[config.mk]
export PLATFORM = sky130hd
export DESIGN_NAME = i2c_mts_core
export DESIGN_NICKNAME = d
export VERILOG_FILES = /design/src/rtl/i2c_mts_pkg.sv /design/src/rtl/i2c_mts_core.sv
export SDC_FILE = /design/constraint.sdc
export NUM_CORES = 1
export LEC_CHECK = 0
export BUFFER_PORTS_ARGS = -buffer_cell sky130_fd_sc_hd__buf_2
export CORE_MARGIN = 10
export CORE_UTILIZATION = 37
export CTS_CLUSTER_SIZE = 8
export DETAILED_ROUTE_END_ITERATION = 16
export GPL_TIMING_DRIVEN = 0
export SKIP_LAST_GASP = 1
export SLEW_MARGIN = 20
export SYNTH_ARGS = -nofsm -noshare
export SYNTH_HDL_FRONTEND = slang
export SYNTH_SLANG_ARGS = --single-unit
[constraint.sdc]
create_clock -name i_clk -period 2.3 [get_ports i_clk]
set_input_delay 0.23 -clock i_clk [delete_from_list [all_inputs] [get_ports i_clk]]
set_output_delay 0.23 -clock i_clk [all_outputs]
set_load 0.005 [all_outputs]
[src/rtl/i2c_mts_pkg.sv]
package i2c_mts_pkg;

    localparam int MAX_BYTES_DEF = 4;

    // transaction kinds
    localparam logic ACT_START = 1'b0;
    localparam logic ACT_EVENT = 1'b1;

    // controller status codes
    localparam logic [7:0] ST_BUS_ERROR  = 8'h00;
    localparam logic [7:0] ST_START      = 8'h08;
    localparam logic [7:0] ST_RESTART    = 8'h10;
    localparam logic [7:0] ST_ADDR_ACK   = 8'h18;
    localparam logic [7:0] ST_ADDR_NACK  = 8'h20;
    localparam logic [7:0] ST_DATA_ACK   = 8'h28;
    localparam logic [7:0] ST_DATA_NACK  = 8'h30;
    localparam logic [7:0] ST_ARB_LOST   = 8'h38;
    localparam logic [7:0] ST_RADDR_ACK  = 8'h40;
    localparam logic [7:0] ST_RADDR_NACK = 8'h48;
    localparam logic [7:0] ST_RX_ACKED   = 8'h50;
    localparam logic [7:0] ST_RX_NACKED  = 8'h58;

    localparam logic [7:0] READ_BIT = 8'h01;

    // ack_control codes
    localparam logic [1:0] ACK_KEEP = 2'd0;
    localparam logic [1:0] ACK_NEXT = 2'd1;
    localparam logic [1:0] NACK_NEXT = 2'd2;

    // completion codes
    localparam logic [1:0] CMP_BUSY  = 2'd0;
    localparam logic [1:0] CMP_READ  = 2'd1;
    localparam logic [1:0] CMP_WRITE = 2'd2;

    typedef struct packed {
        logic        action;
        logic        read_mode;
        logic [7:0]  device_address;
        logic [7:0]  first_register;
        logic [2:0]  byte_count;
        logic [31:0] write_data;
        logic [7:0]  bus_status;
        logic [7:0]  received_byte;
    } t_in_item;

    typedef struct packed {
        logic        accepted;
        logic        send_start;
        logic        clear_start;
        logic        send_stop;
        logic        load_byte_valid;
        logic [7:0]  transmit_byte;
        logic [1:0]  ack_control;
        logic        clear_interrupt;
        logic [1:0]  completion;
        logic        error_flag;
        logic [7:0]  error_status;
        logic [31:0] read_data;
    } t_out_item;

endpackage

[src/rtl/i2c_mts_core.sv]
module i2c_mts_core
    import i2c_mts_pkg::*;
#(
    parameter int MAX_BYTES = MAX_BYTES_DEF
) (
    input  logic      i_clk,
    input  logic      i_rst_n,
    input  logic      i_advance,
    input  t_in_item  i_item,
    output t_out_item o_result
);

    localparam logic [3:0] CNT_LIMIT = 4'(MAX_BYTES);
    localparam int PACK_N = (MAX_BYTES < 4) ? MAX_BYTES : 4;

    logic [7:0] r_slave, n_slave;
    logic [7:0] r_reg, n_reg;
    logic       r_is_read, n_is_read;
    logic [2:0] r_tc, n_tc;
    logic [7:0] r_buf [MAX_BYTES];
    logic [7:0] n_buf [MAX_BYTES];
    logic [2:0] r_ptr, n_ptr;
    logic       r_err, n_err;
    logic [7:0] r_err_code, n_err_code;

    always_comb begin
        logic [7:0]  tx_data;
        logic [2:0]  ptr_bump;
        logic        do_stop;
        logic        do_store;
        logic [7:0]  st;

        n_slave    = r_slave;
        n_reg      = r_reg;
        n_is_read  = r_is_read;
        n_tc       = r_tc;
        n_buf      = r_buf;
        n_ptr      = r_ptr;
        n_err      = r_err;
        n_err_code = r_err_code;
        o_result   = '0;
        do_stop    = 1'b0;
        do_store   = 1'b0;
        st         = i_item.bus_status;
        ptr_bump   = (r_ptr != 3'd7) ? r_ptr + 3'd1 : r_ptr;

        // data byte at the current pointer, zero past the buffer
        tx_data = 8'h00;
        for (int i = 0; i < MAX_BYTES; i++) begin
            if (r_ptr == 3'(i)) begin
                tx_data = r_buf[i];
            end
        end

        if (i_item.action == ACT_START) begin
            if ({1'b0, i_item.byte_count} <= CNT_LIMIT) begin
                n_err      = 1'b0;
                n_err_code = 8'h00;
                n_is_read  = i_item.read_mode;
                n_slave    = i_item.device_address;
                n_reg      = i_item.first_register;
                n_tc       = i_item.byte_count;
                if (!i_item.read_mode) begin
                    for (int i = 0; i < MAX_BYTES; i++) begin
                        if (3'(i) < i_item.byte_count) begin
                            n_buf[i] = 8'(i_item.write_data >> (8 * i));
                        end
                    end
                end
                o_result.accepted   = 1'b1;
                o_result.send_start = 1'b1;
            end
        end else begin
            case (st)
                ST_START: begin
                    n_ptr                    = 3'd0;
                    o_result.load_byte_valid = 1'b1;
                    o_result.transmit_byte   = r_slave;
                    o_result.clear_interrupt = 1'b1;
                end
                ST_RESTART: begin
                    o_result.load_byte_valid = 1'b1;
                    o_result.transmit_byte   = r_slave | READ_BIT;
                    o_result.clear_interrupt = 1'b1;
                end
                ST_ADDR_ACK: begin
                    o_result.clear_start = 1'b1;
                    if (r_tc == 3'd0) begin
                        do_stop = 1'b1;
                    end else begin
                        o_result.load_byte_valid = 1'b1;
                        o_result.transmit_byte   = r_reg;
                        o_result.clear_interrupt = 1'b1;
                    end
                end
                ST_DATA_ACK: begin
                    if (r_is_read) begin
                        o_result.send_start      = 1'b1;
                        o_result.clear_interrupt = 1'b1;
                    end else if (r_ptr >= r_tc) begin
                        do_stop = 1'b1;
                    end else begin
                        n_ptr                    = ptr_bump;
                        o_result.load_byte_valid = 1'b1;
                        o_result.transmit_byte   = tx_data;
                        o_result.clear_interrupt = 1'b1;
                    end
                end
                ST_RADDR_ACK: begin
                    o_result.clear_start     = 1'b1;
                    o_result.ack_control     = (r_tc > 3'd1) ? ACK_NEXT : NACK_NEXT;
                    o_result.clear_interrupt = 1'b1;
                end
                ST_RX_ACKED: begin
                    do_store = 1'b1;
                    n_ptr    = ptr_bump;
                    // NACK once the byte after this one is the last
                    o_result.ack_control =
                        (({1'b0, ptr_bump} + 4'd1) >= {1'b0, r_tc}) ? NACK_NEXT : ACK_NEXT;
                    o_result.clear_interrupt = 1'b1;
                end
                ST_RX_NACKED: begin
                    do_store = 1'b1;
                    n_ptr    = ptr_bump;
                    do_stop  = 1'b1;
                end
                ST_ARB_LOST: begin
                    n_err      = 1'b1;
                    n_err_code = st;
                    n_ptr      = 3'd0;
                end
                default: begin
                    n_err      = 1'b1;
                    n_err_code = st;
                    do_stop    = 1'b1;
                end
            endcase
        end

        if (do_store) begin
            for (int i = 0; i < MAX_BYTES; i++) begin
                if (r_ptr == 3'(i)) begin
                    n_buf[i] = i_item.received_byte;
                end
            end
        end

        if (do_stop) begin
            o_result.clear_start     = 1'b1;
            o_result.send_stop       = 1'b1;
            o_result.clear_interrupt = 1'b1;
            o_result.completion      = r_is_read ? CMP_READ : CMP_WRITE;
        end

        o_result.error_flag   = n_err;
        o_result.error_status = n_err_code;
        for (int i = 0; i < PACK_N; i++) begin
            o_result.read_data[8*i +: 8] = n_buf[i];
        end
    end

    always_ff @(posedge i_clk) begin
        if (!i_rst_n) begin
            r_slave    <= '0;
            r_reg      <= '0;
            r_is_read  <= 1'b0;
            r_tc       <= '0;
            r_ptr      <= '0;
            r_err      <= 1'b0;
            r_err_code <= '0;
            for (int i = 0; i < MAX_BYTES; i++) begin
                r_buf[i] <= '0;
            end
        end else if (i_advance) begin
            r_slave    <= n_slave;
            r_reg      <= n_reg;
            r_is_read  <= n_is_read;
            r_tc       <= n_tc;
            r_ptr      <= n_ptr;
            r_err      <= n_err;
            r_err_code <= n_err_code;
            r_buf      <= n_buf;
        end
    end

endmodule

==> flow_summary.toml <==
[routing]
drt-initial-drc-count = 611
vias_per_cell = 5.85
dr_total_vias = 5298
ant_nets = 0
first_pass_iters = 6
drcViolationCount = 0
routed_wl_um = 19100
wl_per_cell_um = 21.1

[clocking]
cts_buffer_depth = 2
cts_root_buffer = "clkbuf_16"
cts_buffers = 9
clkTransAtPathRegs_ps = 60
clk-insertion-delay-late_ps = 330
clock_sinks = 64
cts_tree = "yes"
h-tree-depth = 3
hold_buffers = 0

[placed_design]
dp_hpwl_um = 14000
port_buffers = 126
gp_congestion = 0.940

[run]
drv_cap = 0

[run_status]
status = "finished, violations left"
failed_checks = "setup timing"

[yosys]
yosysMostFrequentCell = "nand2_1"
synth_top_area_share_pct = 28.8
synthDistinctLibCells = 49
ys_warn_count = 0
ys_seq_area_share_pct = 28.8
synth_flop_cell = "dfxtp_1"
synth_edf_count = 0
netlist_area_um2 = 4450
synth_seq_cells = 64
yosysTopAreaCell = "dfxtp_1"
synth.avg_cell_area_um2 = 7.58
synth_nets = 670
async_reset_ff_share_pct = 0
synth_cells = 587
synthTopCellsByCount = "nand2_1 (96), dfxtp_1 (64), a21oi_1 (50)"
synth_area_leaders = "dfxtp_1 (29%), nand2_1 (8.1%), mux2i_1 (7.4%)"

[setup_path]
crit_family = "adder cells"
critPathBufInv = 3
rr_worst_depth = 9
critical_path_required_ps = 2070
crit_path_start_kind = "flip-flop"
cp.arrival_ps = 2490
cp-endpoint = "o_result[44]"
end_kind = "output port"
path_class = "reg -> out"
r2r-start = "r_ptr[0]"
slowest_stage = "dfxtp_4"
setup.worst_path.start = "r_ptr[0]"
crit_chain = "ha_4 -> clkbuf_16 -> nand2_8 -> xnor2_4 -> ha_4 -> xnor2_1 -> ha_2 -> inv_1 -> o2111ai_2 -> o21ai_2 -> nor4b_4 -> buf_2"
cp_max_fo = 4
worstReg2RegEnd = "r_ptr[1]"
r2r_slack_ps = 190
path_common_cell = "ha_4"
slowest_delay_ps = 390
path_depth = 12

[floorplanning]
die_x_um = 130
num_rows = 39
die_h_um = 130
die_area_um2 = 16800
ios = 131
initial_core_util_pct = 38.3
coreArea_um2 = 11600

[timing]
whs_ps = 154
tightest_slew_ps = 789
finClkSkew_ps = 8.52
fin_crit_sh_pct = 118
post-route-min-period_ps = 2720
hold_violations = 0
fin_ws_ps = -421
finalSetupViolCount = 23
slew_viol_final = 0
rsz0062_at_grt = "true"
relSlewSlack_pct = 47.0
max_freq_mhz = 368

[min_path]
hold_path.class = "in -> reg"

[layout]
largest-register = "r_buf"
utilization_pct = 57.2
multi_input_area_um2 = 3450
n_antenna_cell = 0
fill_cells = 1073
largest_register_ffs = 32
layout-area-overhead-vs-synth_pct = 49.4
fin_nets = 842
drive_gt1_share_pct = 38.4
regArea_um2 = 1290

[pwr]
internal_power_mw = 2.15
swShare_pct = 27.4
peakVddDrop_mv = 0.389
seq_power_share_pct = 39.2
power_frac_clock_pct = 43.9
p_sw_mw = 0.812
p_per_area_nw_per_um2 = 446
combPwrFrac_pct = 16.9
p_leak_nw = 2.68

[global_route]
track_usage_pct = 21.2
gr-total-overflow = 0
grt_max_degree = 12
grt_pass1_vias = 5256
grt_pass1_wl_um = 28000
antenna_found_initial = 0
==> how the worst min path moves through the flow <==
stage	start	endpoint	cells after the start
after floorplan	i_item[8]	r_err_code[0]	2
after global placement	r_slave[5]	r_slave[5]	2
after detailed placement	r_slave[4]	r_slave[4]	2
after CTS	i_item[55]	r_reg[4]	3
after global routing	i_item[55]	r_reg[4]	3
final	i_item[8]	r_err_code[0]	3
==> worst min-delay path, cell delays in order <==
cell and delay (ps):
buf_6 90, nand3_1 60, o21ai_0 70
==> cell usage in the layout (no fill, tap or decap), types with 20 or more instances in the layout <==
cell,count
a21oi_1,29
a21boi_0,20
mux2i_1,33
nand3_1,35
clkbuf_1,25
nand2_1,88
o221ai_1,33
dfxtp_1,59
buf_2,125
nand3b_1,34
nor2_1,29
buf_4,27
==> power groups by stage <==
| stage | clock network [mW] | registers (mW) | logic (mW) |
|---|---|---|---|
| 2_1_floorplan | 0 | 1.18 | 0.231 |
| 3_3_place_gp | 0 | 1.19 | 0.427 |
| 3_5_place_dp | 0 | 1.19 | 0.435 |
| 4_1_cts | 1.31 | 1.16 | 0.453 |
| 5_1_grt | 1.35 | 1.16 | 0.536 |
| 6_report | 1.30 | 1.16 | 0.499 |
==> kinds of logic after synthesis <==
family | count (synthesis) | share of synthesized area, %
mux | 42 | 9.71
simple gates | 246 | 28.0
fa+ha+maj | 11 | 3.10
xor+xnor | 3 | 0.591
buf+inv | 66 | 6.13
compound gates | 155 | 23.7
flops | 64 | 28.8
==> stage by stage <==
stage / std cells / power [mW] / TNS, ps / setup WS (ps) / instance area (µm²)
floorplan: 587 / 1.41 / 0 / 6.27 / 4490
global placement: 856 / 1.61 / -11610 / -674 / 5300
detailed placement: 856 / 1.62 / -10870 / -601 / 5320
CTS: 881 / 2.93 / -2250 / -452 / 5970
global route: 906 / 3.06 / -4380 / -536 / 6650
finish: 906 / 2.96 / -2280 / -421 / 6650
==> area by class of cell <==
cell class | instances | share of cell area [%]
inverter | 21 | 1.22
timing repair buffer | 162 | 15.7
clock buffer | 13 | 4.07
buffer | 43 | 4.61
clock inverter | 2 | 0.226
sequential | 64 | 19.5
tap | 143 | 2.69
multi-input combinational | 458 | 52.0
==> routing by layer <==
| metal | wire length [µm] | global-route usage [%] |
|---|---|---|
| met1 | 7870 | 26.4 |
| met2 | 9220 | 36.0 |
| met4 | 731 | 7.61 |
| met5 | 0 | 0 |
| met3 | 1280 | 3.83 |
==> what timing repair did <==
action,CTS,global route
gates cloned,0,6
endpoints found under the setup margin,47,52
gates resized for setup,65,99
buffers inserted,12,19
pin swaps,13,14
No activity file was read; power rests on OpenSTA's default activity.
